<file path="src/design/spg_pkg.sv">
// Package: shared types, codes and widths for the step-pulse generator.
package spg_pkg;

    localparam int CLK_W = 26;
    localparam int VEL_W = 24;
    localparam int POS_W = 32;
    localparam int ACT_W = 3;
    localparam int CFG_W = 24;

    localparam logic [ACT_W-1:0] ACT_TICK    = 3'd0;
    localparam logic [ACT_W-1:0] ACT_MOVE    = 3'd1;
    localparam logic [ACT_W-1:0] ACT_ENABLE  = 3'd2;
    localparam logic [ACT_W-1:0] ACT_DISABLE = 3'd3;
    localparam logic [ACT_W-1:0] ACT_HOME    = 3'd4;
    localparam logic [ACT_W-1:0] ACT_ACK     = 3'd5;

    typedef enum logic [2:0] {
        OP_TICK,
        OP_MOVE,
        OP_ENABLE,
        OP_DISABLE,
        OP_HOME,
        OP_ACK,
        OP_NONE
    } op_t;

    typedef enum logic [2:0] {
        REG_CLOCK_RATE,
        REG_MAX_VELOCITY,
        REG_PULSE_WIDTH,
        REG_COUNTER_MAX,
        REG_MIN_POSITION,
        REG_MAX_POSITION,
        REG_HOME_POSITION,
        REG_INVERT_PULSE
    } reg_idx_t;

    typedef enum logic {
        BK_IDLE,
        BK_DIV
    } bk_state_t;

    // Classified request as held in the queue; spd is already clamped.
    typedef struct packed {
        op_t              op;
        logic [VEL_W-1:0] spd;
        logic             dir;
    } req_t;

endpackage

</file>
<file path="src/design/spg_front.sv">
// Front end: accepts requests, classifies the action, clamps speed, two-entry queue.
module spg_front
(
    input  logic                        clk,
    input  logic                        rst_n,
    input  logic                        in_valid,
    output logic                        in_stall,
    input  logic [spg_pkg::ACT_W-1:0]   action,
    input  logic [spg_pkg::VEL_W-1:0]   speed,
    input  logic                        move_dir,
    input  logic [spg_pkg::VEL_W-1:0]   max_velocity,
    input  logic                        pop,
    output spg_pkg::req_t               head,
    output logic                        head_valid
);

    spg_pkg::req_t q_reg [2];
    logic          wr_ptr_reg;
    logic          wr_ptr_next;
    logic          rd_ptr_reg;
    logic          rd_ptr_next;
    logic [1:0]    count_reg;
    logic [1:0]    count_next;
    logic          push;
    spg_pkg::req_t req;

    always_comb
    begin
        case (action)
            spg_pkg::ACT_TICK:    req.op = spg_pkg::OP_TICK;
            spg_pkg::ACT_MOVE:    req.op = spg_pkg::OP_MOVE;
            spg_pkg::ACT_ENABLE:  req.op = spg_pkg::OP_ENABLE;
            spg_pkg::ACT_DISABLE: req.op = spg_pkg::OP_DISABLE;
            spg_pkg::ACT_HOME:    req.op = spg_pkg::OP_HOME;
            spg_pkg::ACT_ACK:     req.op = spg_pkg::OP_ACK;
            default:              req.op = spg_pkg::OP_NONE;
        endcase
        req.spd = (speed > max_velocity) ? max_velocity : speed;
        req.dir = move_dir;
    end

    assign in_stall   = (count_reg == 2'd2);
    assign push       = in_valid && !in_stall;
    assign head       = q_reg[rd_ptr_reg];
    assign head_valid = (count_reg != 2'd0);

    always_comb
    begin
        wr_ptr_next = push ? !wr_ptr_reg : wr_ptr_reg;
        rd_ptr_next = pop ? !rd_ptr_reg : rd_ptr_reg;
        count_next  = count_reg + {1'b0, push} - {1'b0, pop};
    end

    always_ff @(posedge clk or negedge rst_n)
    begin
        if (!rst_n)
        begin
            wr_ptr_reg <= 1'b0;
            rd_ptr_reg <= 1'b0;
            count_reg  <= 2'd0;
        end
        else
        begin
            wr_ptr_reg <= wr_ptr_next;
            rd_ptr_reg <= rd_ptr_next;
            count_reg  <= count_next;
        end
    end

    always_ff @(posedge clk)
    begin
        if (push)
        begin
            q_reg[wr_ptr_reg] <= req;
        end
    end

endmodule

</file>
<file path="src/design/spg_div.sv">
// Radix-2 restoring divider for the step period, one quotient bit per cycle.
module spg_div
(
    input  logic                        clk,
    input  logic                        rst_n,
    input  logic                        start,
    input  logic [spg_pkg::CLK_W-1:0]   dividend,
    input  logic [spg_pkg::VEL_W-1:0]   divisor,
    output logic                        done,
    output logic [spg_pkg::CLK_W-1:0]   quotient
);

    localparam int CNT_W = $clog2(spg_pkg::CLK_W + 1);
    localparam logic [CNT_W-1:0] LAST = CNT_W'(spg_pkg::CLK_W - 1);

    logic [spg_pkg::VEL_W-1:0] rem_reg;
    logic [spg_pkg::VEL_W-1:0] rem_next;
    logic [spg_pkg::CLK_W-1:0] quo_reg;
    logic [spg_pkg::CLK_W-1:0] quo_next;
    logic [spg_pkg::VEL_W-1:0] dvs_reg;
    logic [CNT_W-1:0]          cnt_reg;
    logic [CNT_W-1:0]          cnt_next;
    logic                      busy_reg;
    logic                      busy_next;
    logic                      done_reg;
    logic                      done_next;
    logic [spg_pkg::VEL_W:0]   shifted;
    logic [spg_pkg::VEL_W:0]   diff;
    logic                      ge;

    assign shifted  = {rem_reg, quo_reg[spg_pkg::CLK_W-1]};
    assign diff     = shifted - {1'b0, dvs_reg};
    assign ge       = (shifted >= {1'b0, dvs_reg});
    assign done     = done_reg;
    assign quotient = quo_reg;

    always_comb
    begin
        rem_next  = rem_reg;
        quo_next  = quo_reg;
        cnt_next  = cnt_reg;
        busy_next = busy_reg;
        done_next = done_reg;
        if (start)
        begin
            rem_next  = '0;
            quo_next  = dividend;
            cnt_next  = '0;
            busy_next = 1'b1;
            done_next = 1'b0;
        end
        else if (busy_reg)
        begin
            rem_next = ge ? diff[spg_pkg::VEL_W-1:0] : shifted[spg_pkg::VEL_W-1:0];
            quo_next = {quo_reg[spg_pkg::CLK_W-2:0], ge};
            cnt_next = cnt_reg + CNT_W'(1);
            if (cnt_reg == LAST)
            begin
                busy_next = 1'b0;
                done_next = 1'b1;
            end
        end
    end

    always_ff @(posedge clk or negedge rst_n)
    begin
        if (!rst_n)
        begin
            cnt_reg  <= '0;
            busy_reg <= 1'b0;
            done_reg <= 1'b0;
        end
        else
        begin
            cnt_reg  <= cnt_next;
            busy_reg <= busy_next;
            done_reg <= done_next;
        end
    end

    always_ff @(posedge clk)
    begin
        rem_reg <= rem_next;
        quo_reg <= quo_next;
        if (start)
        begin
            dvs_reg <= divisor;
        end
    end

endmodule

</file>
<file path="src/design/spg_back.sv">
// Back end: axis state, pulse timer, move execution and the result register.
module spg_back
#(
    parameter int COUNTER_BITS = 24
)
(
    input  logic                        clk,
    input  logic                        rst_n,
    input  spg_pkg::req_t               head,
    input  logic                        head_valid,
    output logic                        pop,
    input  logic [spg_pkg::CLK_W-1:0]   clock_rate,
    input  logic [spg_pkg::CFG_W-1:0]   pulse_width,
    input  logic [spg_pkg::CFG_W-1:0]   counter_max,
    input  logic [spg_pkg::POS_W-1:0]   min_position,
    input  logic [spg_pkg::POS_W-1:0]   max_position,
    input  logic [spg_pkg::POS_W-1:0]   home_position,
    input  logic                        invert_pulse,
    output logic                        div_start,
    output logic [spg_pkg::CLK_W-1:0]   div_dividend,
    output logic [spg_pkg::VEL_W-1:0]   div_divisor,
    input  logic                        div_done,
    input  logic [spg_pkg::CLK_W-1:0]   div_quotient,
    output logic                        out_valid,
    input  logic                        out_stall,
    output logic                        step_out,
    output logic                        dir_out,
    output logic [spg_pkg::POS_W-1:0]   position,
    output logic                        homed,
    output logic                        fault,
    output logic                        running,
    output logic                        timer_on,
    output logic                        accepted
);

    localparam int PER_W = (COUNTER_BITS < spg_pkg::CFG_W) ? COUNTER_BITS : spg_pkg::CFG_W;
    localparam logic [spg_pkg::CFG_W-1:0] CMAX_LIMIT =
        spg_pkg::CFG_W'((64'd1 << PER_W) - 64'd1);

    spg_pkg::bk_state_t        state_reg;
    spg_pkg::bk_state_t        state_next;

    logic [spg_pkg::POS_W-1:0] pos_reg;
    logic [spg_pkg::POS_W-1:0] pos_next;
    logic                      dir_reg;
    logic                      dir_next;
    logic                      homed_reg;
    logic                      homed_next;
    logic                      fault_reg;
    logic                      fault_next;
    logic                      run_reg;
    logic                      run_next;
    logic                      tim_reg;
    logic                      tim_next;
    logic [PER_W-1:0]          act_reg;
    logic [PER_W-1:0]          act_next;
    logic [PER_W-1:0]          pend_reg;
    logic [PER_W-1:0]          pend_next;
    logic [PER_W-1:0]          tick_reg;
    logic [PER_W-1:0]          tick_next;

    logic                      out_valid_reg;
    logic                      out_valid_next;
    logic                      step_reg;
    logic                      dir_o_reg;
    logic [spg_pkg::POS_W-1:0] pos_o_reg;
    logic                      homed_o_reg;
    logic                      fault_o_reg;
    logic                      run_o_reg;
    logic                      tim_o_reg;
    logic                      acc_o_reg;

    logic                      out_free;
    logic                      load;
    logic                      acc;
    logic                      fault_rpt;
    logic                      level;
    logic                      in_window;
    logic [spg_pkg::CFG_W-1:0] cmax24;
    logic [PER_W-1:0]          cmax;
    logic [PER_W:0]            tick_inc;
    logic [spg_pkg::CFG_W:0]   minp;
    logic [spg_pkg::CLK_W-1:0] per_lo;

    assign out_free     = !out_valid_reg || !out_stall;
    assign cmax24       = (counter_max > CMAX_LIMIT) ? CMAX_LIMIT : counter_max;
    assign cmax         = PER_W'(cmax24);
    assign tick_inc     = {1'b0, tick_reg} + (PER_W+1)'(1);
    assign minp         = {pulse_width, 1'b0};
    assign per_lo       = (div_quotient < spg_pkg::CLK_W'(minp)) ?
                          spg_pkg::CLK_W'(minp) : div_quotient;
    assign in_window    = ($signed(min_position) < $signed(pos_reg)) &&
                          ($signed(pos_reg) <= $signed(max_position));
    assign div_dividend = clock_rate;
    assign div_divisor  = head.spd;

    always_comb
    begin
        state_next = state_reg;
        pop        = 1'b0;
        load       = 1'b0;
        div_start  = 1'b0;
        case (state_reg)
            spg_pkg::BK_IDLE:
            begin
                if (head_valid && out_free)
                begin
                    if (head.op == spg_pkg::OP_MOVE && run_reg && head.spd != '0)
                    begin
                        div_start  = 1'b1;
                        state_next = spg_pkg::BK_DIV;
                    end
                    else
                    begin
                        pop  = 1'b1;
                        load = 1'b1;
                    end
                end
            end
            spg_pkg::BK_DIV:
            begin
                if (div_done && out_free)
                begin
                    pop        = 1'b1;
                    load       = 1'b1;
                    state_next = spg_pkg::BK_IDLE;
                end
            end
            default:
            begin
                state_next = spg_pkg::BK_IDLE;
            end
        endcase
    end

    always_comb
    begin
        pos_next   = pos_reg;
        dir_next   = dir_reg;
        homed_next = homed_reg;
        fault_next = fault_reg;
        run_next   = run_reg;
        tim_next   = tim_reg;
        act_next   = act_reg;
        pend_next  = pend_reg;
        tick_next  = tick_reg;
        acc        = 1'b0;
        fault_rpt  = fault_reg;
        if (load)
        begin
            case (head.op)
                spg_pkg::OP_TICK:
                begin
                    if (tim_reg)
                    begin
                        if (tick_inc >= {1'b0, act_reg})
                        begin
                            tick_next = '0;
                            act_next  = pend_reg;
                            if (homed_reg && !in_window)
                            begin
                                fault_next = 1'b1;
                                fault_rpt  = 1'b1;
                                tim_next   = 1'b0;
                            end
                            else if (dir_reg)
                            begin
                                pos_next = pos_reg + spg_pkg::POS_W'(1);
                            end
                            else
                            begin
                                pos_next = pos_reg - spg_pkg::POS_W'(1);
                            end
                        end
                        else
                        begin
                            tick_next = tick_inc[PER_W-1:0];
                        end
                    end
                end
                spg_pkg::OP_MOVE:
                begin
                    if (run_reg)
                    begin
                        acc      = 1'b1;
                        dir_next = head.dir;
                        if (head.spd == '0)
                        begin
                            pend_next = cmax;
                            tim_next  = 1'b0;
                            tick_next = '0;
                        end
                        else if (per_lo > spg_pkg::CLK_W'(cmax))
                        begin
                            pend_next = cmax;
                            tim_next  = 1'b0;
                            tick_next = '0;
                        end
                        else
                        begin
                            pend_next = PER_W'(per_lo);
                            if (!tim_reg)
                            begin
                                tim_next  = 1'b1;
                                tick_next = '0;
                                act_next  = PER_W'(per_lo);
                            end
                        end
                    end
                end
                spg_pkg::OP_ENABLE:
                begin
                    run_next = 1'b1;
                end
                spg_pkg::OP_DISABLE:
                begin
                    run_next   = 1'b0;
                    homed_next = 1'b0;
                end
                spg_pkg::OP_HOME:
                begin
                    if (run_reg)
                    begin
                        pos_next   = home_position;
                        homed_next = 1'b1;
                    end
                end
                spg_pkg::OP_ACK:
                begin
                    if (fault_reg)
                    begin
                        tim_next   = 1'b0;
                        tick_next  = '0;
                        fault_next = 1'b0;
                        homed_next = 1'b0;
                    end
                end
                default:
                begin
                end
            endcase
        end
        level = tim_next && (spg_pkg::CFG_W'(tick_next) < pulse_width);
    end

    always_comb
    begin
        if (load)
        begin
            out_valid_next = 1'b1;
        end
        else if (!out_stall)
        begin
            out_valid_next = 1'b0;
        end
        else
        begin
            out_valid_next = out_valid_reg;
        end
    end

    always_ff @(posedge clk or negedge rst_n)
    begin
        if (!rst_n)
        begin
            state_reg     <= spg_pkg::BK_IDLE;
            pos_reg       <= '0;
            dir_reg       <= 1'b0;
            homed_reg     <= 1'b0;
            fault_reg     <= 1'b0;
            run_reg       <= 1'b0;
            tim_reg       <= 1'b0;
            act_reg       <= '1;
            pend_reg      <= '1;
            tick_reg      <= '0;
            out_valid_reg <= 1'b0;
        end
        else
        begin
            state_reg     <= state_next;
            pos_reg       <= pos_next;
            dir_reg       <= dir_next;
            homed_reg     <= homed_next;
            fault_reg     <= fault_next;
            run_reg       <= run_next;
            tim_reg       <= tim_next;
            act_reg       <= act_next;
            pend_reg      <= pend_next;
            tick_reg      <= tick_next;
            out_valid_reg <= out_valid_next;
        end
    end

    always_ff @(posedge clk)
    begin
        if (load)
        begin
            step_reg    <= level ^ invert_pulse;
            dir_o_reg   <= dir_next;
            pos_o_reg   <= pos_next;
            homed_o_reg <= homed_next;
            fault_o_reg <= fault_rpt;
            run_o_reg   <= run_next;
            tim_o_reg   <= tim_next;
            acc_o_reg   <= acc;
        end
    end

    assign out_valid = out_valid_reg;
    assign step_out  = step_reg;
    assign dir_out   = dir_o_reg;
    assign position  = pos_o_reg;
    assign homed     = homed_o_reg;
    assign fault     = fault_o_reg;
    assign running   = run_o_reg;
    assign timer_on  = tim_o_reg;
    assign accepted  = acc_o_reg;

endmodule

</file>
<file path="src/design/stepper_pulse_generator_with_limits_unit.sv">
// Top level: step-pulse generator for one axis with position limits.
//
// Requests (action, speed, move_dir) enter on in_valid/in_stall into a
// two-entry queue; each request yields exactly one result on
// out_valid/out_stall carrying the pulse level, direction, position and flags.
// Tick, enable, disable, set home, acknowledge and moves that need no division
// are handled directly by the back end: the request is written into the queue,
// then its result is loaded into the output register, one request per cycle
// while the output is not stalled. A move that is taken with a nonzero speed
// runs the period divider, one quotient bit per cycle, and holds the back end in
// its divide state until the quotient is done and the output is free.
// A stalled result holds in the output register; the queue keeps accepting
// until both entries are used, then in_stall rises.
// Reset clears position, flags and timer, loads both periods with the counter
// maximum and returns the registers to their documented defaults.
// Registers sit on the APB port at byte address 4*index; pready is tied high.
module stepper_pulse_generator_with_limits_unit
#(
    parameter int COUNTER_BITS = 24
)
(
    input  logic                        clk,
    input  logic                        rst_n,
    input  logic                        psel,
    input  logic                        penable,
    input  logic                        pwrite,
    input  logic [4:0]                  paddr,
    input  logic [31:0]                 pwdata,
    output logic [31:0]                 prdata,
    output logic                        pready,
    input  logic                        in_valid,
    output logic                        in_stall,
    input  logic [spg_pkg::ACT_W-1:0]   action,
    input  logic [spg_pkg::VEL_W-1:0]   speed,
    input  logic                        move_dir,
    output logic                        out_valid,
    input  logic                        out_stall,
    output logic                        step_out,
    output logic                        dir_out,
    output logic signed [spg_pkg::POS_W-1:0] position,
    output logic                        homed,
    output logic                        fault,
    output logic                        running,
    output logic                        timer_on,
    output logic                        accepted
);

    logic [spg_pkg::CLK_W-1:0] clock_rate_reg;
    logic [spg_pkg::VEL_W-1:0] max_velocity_reg;
    logic [spg_pkg::CFG_W-1:0] pulse_width_reg;
    logic [spg_pkg::CFG_W-1:0] counter_max_reg;
    logic [spg_pkg::POS_W-1:0] min_position_reg;
    logic [spg_pkg::POS_W-1:0] max_position_reg;
    logic [spg_pkg::POS_W-1:0] home_position_reg;
    logic                      invert_pulse_reg;

    logic                      wr_en;
    spg_pkg::reg_idx_t         idx;
    spg_pkg::req_t             head;
    logic                      head_valid;
    logic                      pop;
    logic                      div_start;
    logic [spg_pkg::CLK_W-1:0] div_dividend;
    logic [spg_pkg::VEL_W-1:0] div_divisor;
    logic                      div_done;
    logic [spg_pkg::CLK_W-1:0] div_quotient;
    logic [spg_pkg::POS_W-1:0] pos_w;

    assign pready = 1'b1;
    assign wr_en  = psel && penable && pwrite;
    assign idx    = spg_pkg::reg_idx_t'(paddr[4:2]);

    always_ff @(posedge clk or negedge rst_n)
    begin
        if (!rst_n)
        begin
            clock_rate_reg    <= spg_pkg::CLK_W'(48000000);
            max_velocity_reg  <= spg_pkg::VEL_W'(10000);
            pulse_width_reg   <= spg_pkg::CFG_W'(2);
            counter_max_reg   <= '1;
            min_position_reg  <= {1'b1, {(spg_pkg::POS_W-1){1'b0}}};
            max_position_reg  <= {1'b0, {(spg_pkg::POS_W-1){1'b1}}};
            home_position_reg <= '0;
            invert_pulse_reg  <= 1'b0;
        end
        else if (wr_en)
        begin
            case (idx)
                spg_pkg::REG_CLOCK_RATE:    clock_rate_reg    <= pwdata[spg_pkg::CLK_W-1:0];
                spg_pkg::REG_MAX_VELOCITY:  max_velocity_reg  <= pwdata[spg_pkg::VEL_W-1:0];
                spg_pkg::REG_PULSE_WIDTH:   pulse_width_reg   <= pwdata[spg_pkg::CFG_W-1:0];
                spg_pkg::REG_COUNTER_MAX:   counter_max_reg   <= pwdata[spg_pkg::CFG_W-1:0];
                spg_pkg::REG_MIN_POSITION:  min_position_reg  <= pwdata;
                spg_pkg::REG_MAX_POSITION:  max_position_reg  <= pwdata;
                spg_pkg::REG_HOME_POSITION: home_position_reg <= pwdata;
                spg_pkg::REG_INVERT_PULSE:  invert_pulse_reg  <= pwdata[0];
                default:
                begin
                end
            endcase
        end
    end

    always_comb
    begin
        case (idx)
            spg_pkg::REG_CLOCK_RATE:    prdata = 32'(clock_rate_reg);
            spg_pkg::REG_MAX_VELOCITY:  prdata = 32'(max_velocity_reg);
            spg_pkg::REG_PULSE_WIDTH:   prdata = 32'(pulse_width_reg);
            spg_pkg::REG_COUNTER_MAX:   prdata = 32'(counter_max_reg);
            spg_pkg::REG_MIN_POSITION:  prdata = min_position_reg;
            spg_pkg::REG_MAX_POSITION:  prdata = max_position_reg;
            spg_pkg::REG_HOME_POSITION: prdata = home_position_reg;
            spg_pkg::REG_INVERT_PULSE:  prdata = 32'(invert_pulse_reg);
            default:                    prdata = '0;
        endcase
    end

    spg_front u_front
    (
        .clk          (clk),
        .rst_n        (rst_n),
        .in_valid     (in_valid),
        .in_stall     (in_stall),
        .action       (action),
        .speed        (speed),
        .move_dir     (move_dir),
        .max_velocity (max_velocity_reg),
        .pop          (pop),
        .head         (head),
        .head_valid   (head_valid)
    );

    spg_div u_div
    (
        .clk      (clk),
        .rst_n    (rst_n),
        .start    (div_start),
        .dividend (div_dividend),
        .divisor  (div_divisor),
        .done     (div_done),
        .quotient (div_quotient)
    );

    spg_back #(
        .COUNTER_BITS (COUNTER_BITS)
    ) u_back
    (
        .clk           (clk),
        .rst_n         (rst_n),
        .head          (head),
        .head_valid    (head_valid),
        .pop           (pop),
        .clock_rate    (clock_rate_reg),
        .pulse_width   (pulse_width_reg),
        .counter_max   (counter_max_reg),
        .min_position  (min_position_reg),
        .max_position  (max_position_reg),
        .home_position (home_position_reg),
        .invert_pulse  (invert_pulse_reg),
        .div_start     (div_start),
        .div_dividend  (div_dividend),
        .div_divisor   (div_divisor),
        .div_done      (div_done),
        .div_quotient  (div_quotient),
        .out_valid     (out_valid),
        .out_stall     (out_stall),
        .step_out      (step_out),
        .dir_out       (dir_out),
        .position      (pos_w),
        .homed         (homed),
        .fault         (fault),
        .running       (running),
        .timer_on      (timer_on),
        .accepted      (accepted)
    );

    assign position = $signed(pos_w);

endmodule

</file>
<file path="config.mk">
export PLATFORM = sky130hd
export DESIGN_NAME = stepper_pulse_generator_with_limits_unit
export DESIGN_NICKNAME = d
export VERILOG_FILES = /design/src/design/spg_pkg.sv /design/src/design/spg_front.sv /design/src/design/spg_div.sv /design/src/design/spg_back.sv /design/src/design/stepper_pulse_generator_with_limits_unit.sv
export SDC_FILE = /design/constraint.sdc
export NUM_CORES = 1
export LEC_CHECK = 0
export BUFFER_PORTS_ARGS = -buffer_cell sky130_fd_sc_hd__buf_2
export CAP_MARGIN = 0
export CORE_ASPECT_RATIO = 0.5
export CORE_MARGIN = 2
export CORE_UTILIZATION = 45
export CTS_CLUSTER_DIAMETER = 150
export DETAILED_ROUTE_END_ITERATION = 10
export MAX_ROUTING_LAYER = met4
export PLACE_DENSITY = 0.6
export SLEW_MARGIN = 20
export SYNTH_ARGS = -nofsm -noshare
export SYNTH_HDL_FRONTEND = slang
export SYNTH_SLANG_ARGS = --single-unit
</file>
<file path="constraint.sdc">
create_clock -name clk -period 7.5 [get_ports clk]
set_input_delay 1.5 -clock clk [delete_from_list [all_inputs] [get_ports clk]]
set_output_delay 1.5 -clock clk [all_outputs]
set_load 0.005 [all_outputs]
</file>
==> results.toml <==
[route]
via_per_inst = 5.82
wl_per_cell_um = 22.9
ant_nets = 0
vias = 21800
drtPass1Iterations = 6
drt_iter0_drc = 1769
drc = 0
finalWirelength_um = 85600

[die]
io_pins = 146
core_sq_mm = 0.0633
die-area_sq_mm = 0.0665
num_rows = 65
die_y_um = 183
start_util_pct = 45.7
die_w_um = 363

[grt]
grt_max_degree = 152
grt_antenna_before_repair = 4
grt_pass1_vias = 20900
overflow = 0
grt_pass1_wl_um = 130000
track_usage_pct = 26.5

[cts]
cts_max_level = 2
postCtsHoldBufs = 0
cts_buffer_depth = 3
cts_inserted_buffers = 48
path_clk_slew_ns = 0.07
post_cts_buffers = 0
cts_tree = "done"
clock_latency_ns = 0.62
numClockSinks = 486
cts_resized = 0
cts-root-buf = "clkbuf_16"

[sta]
hold_viol_final = 0
slew_headroom_pct = 37.3
max_freq_mhz = 148
setup_viol = 0
rsz0062_at_grt = "no"
tightest_slew_ns = 0.940
setup_slack_ns = 0.765
period_needed_ns = 6.74
finClkSkew_ns = 0.0484
setup_tns_ns = 0
period_share_pct = 89.8
slew_viol_final = 0

[logic_synthesis]
synthArstFlopShare_pct = 65.2
syn-mean-instance-area_sq_um = 10.6
synth_common_cells = "mux2_2 (241), ha_1 (240), inv_1 (214)"
synth_top_area_share_pct = 17.0
synth_edf_count = 145
yosysWarnings = 0
yosysSeqAreaShare_pct = 44.6
ys_ff_latch = 486
post-synth-top-area-cell = "dfrtp_1"
synth_flop_cell = "dfrtp_1"
syn_area_sq_mm = 0.0289
syn_inst = 2739
synth_fp_nets = 3053
yosysMostFrequentCell = "mux2_2"
synth_cell_type_count = 88
synth.area.top_cells = "dfrtp_1 (17%), edfxtp_1 (15%), dfstp_2 (11%)"

[worst_setup_path]
r2r_slack_ns = 0.76
required_ns = 7.85
cp-end-kind = "register"
crit_fanout = 25
r2r_end = "u_back.step_out"
cp-startpoint = "pulse_width_reg[21]"
crit_arrival_ns = 7.09
crit_slowest_cell = "dfrtp_1"
slowest_delay_ns = 0.42
setup.worst_path.start_class = "register"
worstSetupEndpoint = "u_back.step_out"
path_class = "reg -> reg"
r2r_cells = 30
r2r_start = "pulse_width_reg[21]"

[place]
gp_congestion = 0.983
dp_hpwl_um = 63500
dp.cells = 3653
preCtsSetupSlack_ns = 0.836
placed_cell_area_sq_mm = 0.0306
portBuffers = 142

[power_and_ir_drop]
sequentialPowerShare_pct = 34.7
p_int_mw = 7.67
p_sw_mw = 4.94
power.density_mw_per_mm2 = 389
p_leak_nw = 14.2
switching_share_pct = 39.2
p_clk_share_pct = 21.3
combPwrFrac_pct = 44.1
ir_drop_v = 0.000184

[min_path]
worstHoldPathType = "reg -> reg"
hold_start = "u_div.rem_reg[23]"

[run]
drv_cap = 0

[final_layout]
drive_above_1_share_pct = 22.8
nNetsFinal = 3180
syn2layout_area_growth_pct = 11.9
n_antenna_cell = 0
final_cell_area_sq_mm = 0.0324
largest_reg_flops = 56
final_cell_count_no_fill = 3743

[outcome]
outcome = "finished, final reports clean"
critical path, delay by kind of cell (launching register included):
family          cells  cell delay [ns]
compound gates     14             2.89
simple gates        7             1.06
fa+ha+maj           3             0.90
buf+inv             4             0.70
flops               1             0.42
mux                 1             0.32
xor+xnor            1             0.16
metal layers:
metal	GRT usage (%)	up-vias	wire length, um
li1	-	10200	-
met4	6.74	0	2130
met1	38.9	10800	41800
met5	-	-	0
met3	4.11	136	5230
met2	38.1	633	36500
power by group through the flow:
stage | combinational [mW] | sequential [mW] | clock, mW
global placement | 5.41 | 4.39 | 0
CTS | 5.53 | 4.36 | 2.72
detailed placement | 5.49 | 4.40 | 0
finish | 5.56 | 4.37 | 2.68
global route | 6.18 | 4.46 | 2.85
floorplan | 4.01 | 4.15 | 0
final cells by class:
cell class | instances | area [sq um]
clock buffer | 64 | 1350
clock inverter | 26 | 375
fill | 5668 | 30900
inverter | 217 | 815
multi-input combinational | 1924 | 14800
sequential | 486 | 12900
tap | 837 | 1050
timing repair buffer | 189 | 1100
how the worst min path moves through the flow:
stage / end / slack [ns] / cells after the start
2_1_floorplan: u_div.rem_reg[23] / 0.42 / 2
3_3_place_gp: u_div.rem_reg[23] / 0.43 / 2
3_5_place_dp: u_div.rem_reg[23] / 0.44 / 2
4_1_cts: u_div.rem_reg[23] / 0.45 / 2
5_1_grt: u_div.rem_reg[23] / 0.47 / 2
6_report: u_div.rem_reg[23] / 0.45 / 2
placed cells by master (no fill, tap or decap), drive strengths merged, types with 144 or more instances in the layout:
master,instances
mux2,242
ha,240
inv,218
nand2,201
dfrtp,197
buf,189
o21ai,180
nor2,158
a21oi,147
edfxtp,145
mux2i,144
kinds of logic (layout without fill, tap and decap cells):
logic type | Yosys count | count (layout) | synth area share, %
AOI/OAI and AO/OA | 617 | 617 | 13.9
and+or+nand+nor | 611 | 611 | 10.1
DFF | 486 | 486 | 44.6
muxes | 386 | 386 | 14.4
buffers and inverters | 329 | 496 | 4.42
adders and majority gates | 242 | 242 | 10.5
xor gates and xnor gates | 67 | 67 | 2.03
other | 1 | 1 | 0.0130
through the flow:
| step | total power, mW | util [%] | hold slack [ns] |
|---|---|---|---|
| finish | 12.6 | 51.2 | 0.451 |
| global route | 13.5 | 51.2 | 0.466 |
| CTS | 12.6 | 51.2 | 0.452 |
| detailed placement | 9.89 | 48.4 | 0.438 |
| global placement | 9.80 | 48.4 | 0.431 |
| floorplan | 8.15 | - | 0.418 |
(Power assumes the default switching activity.)
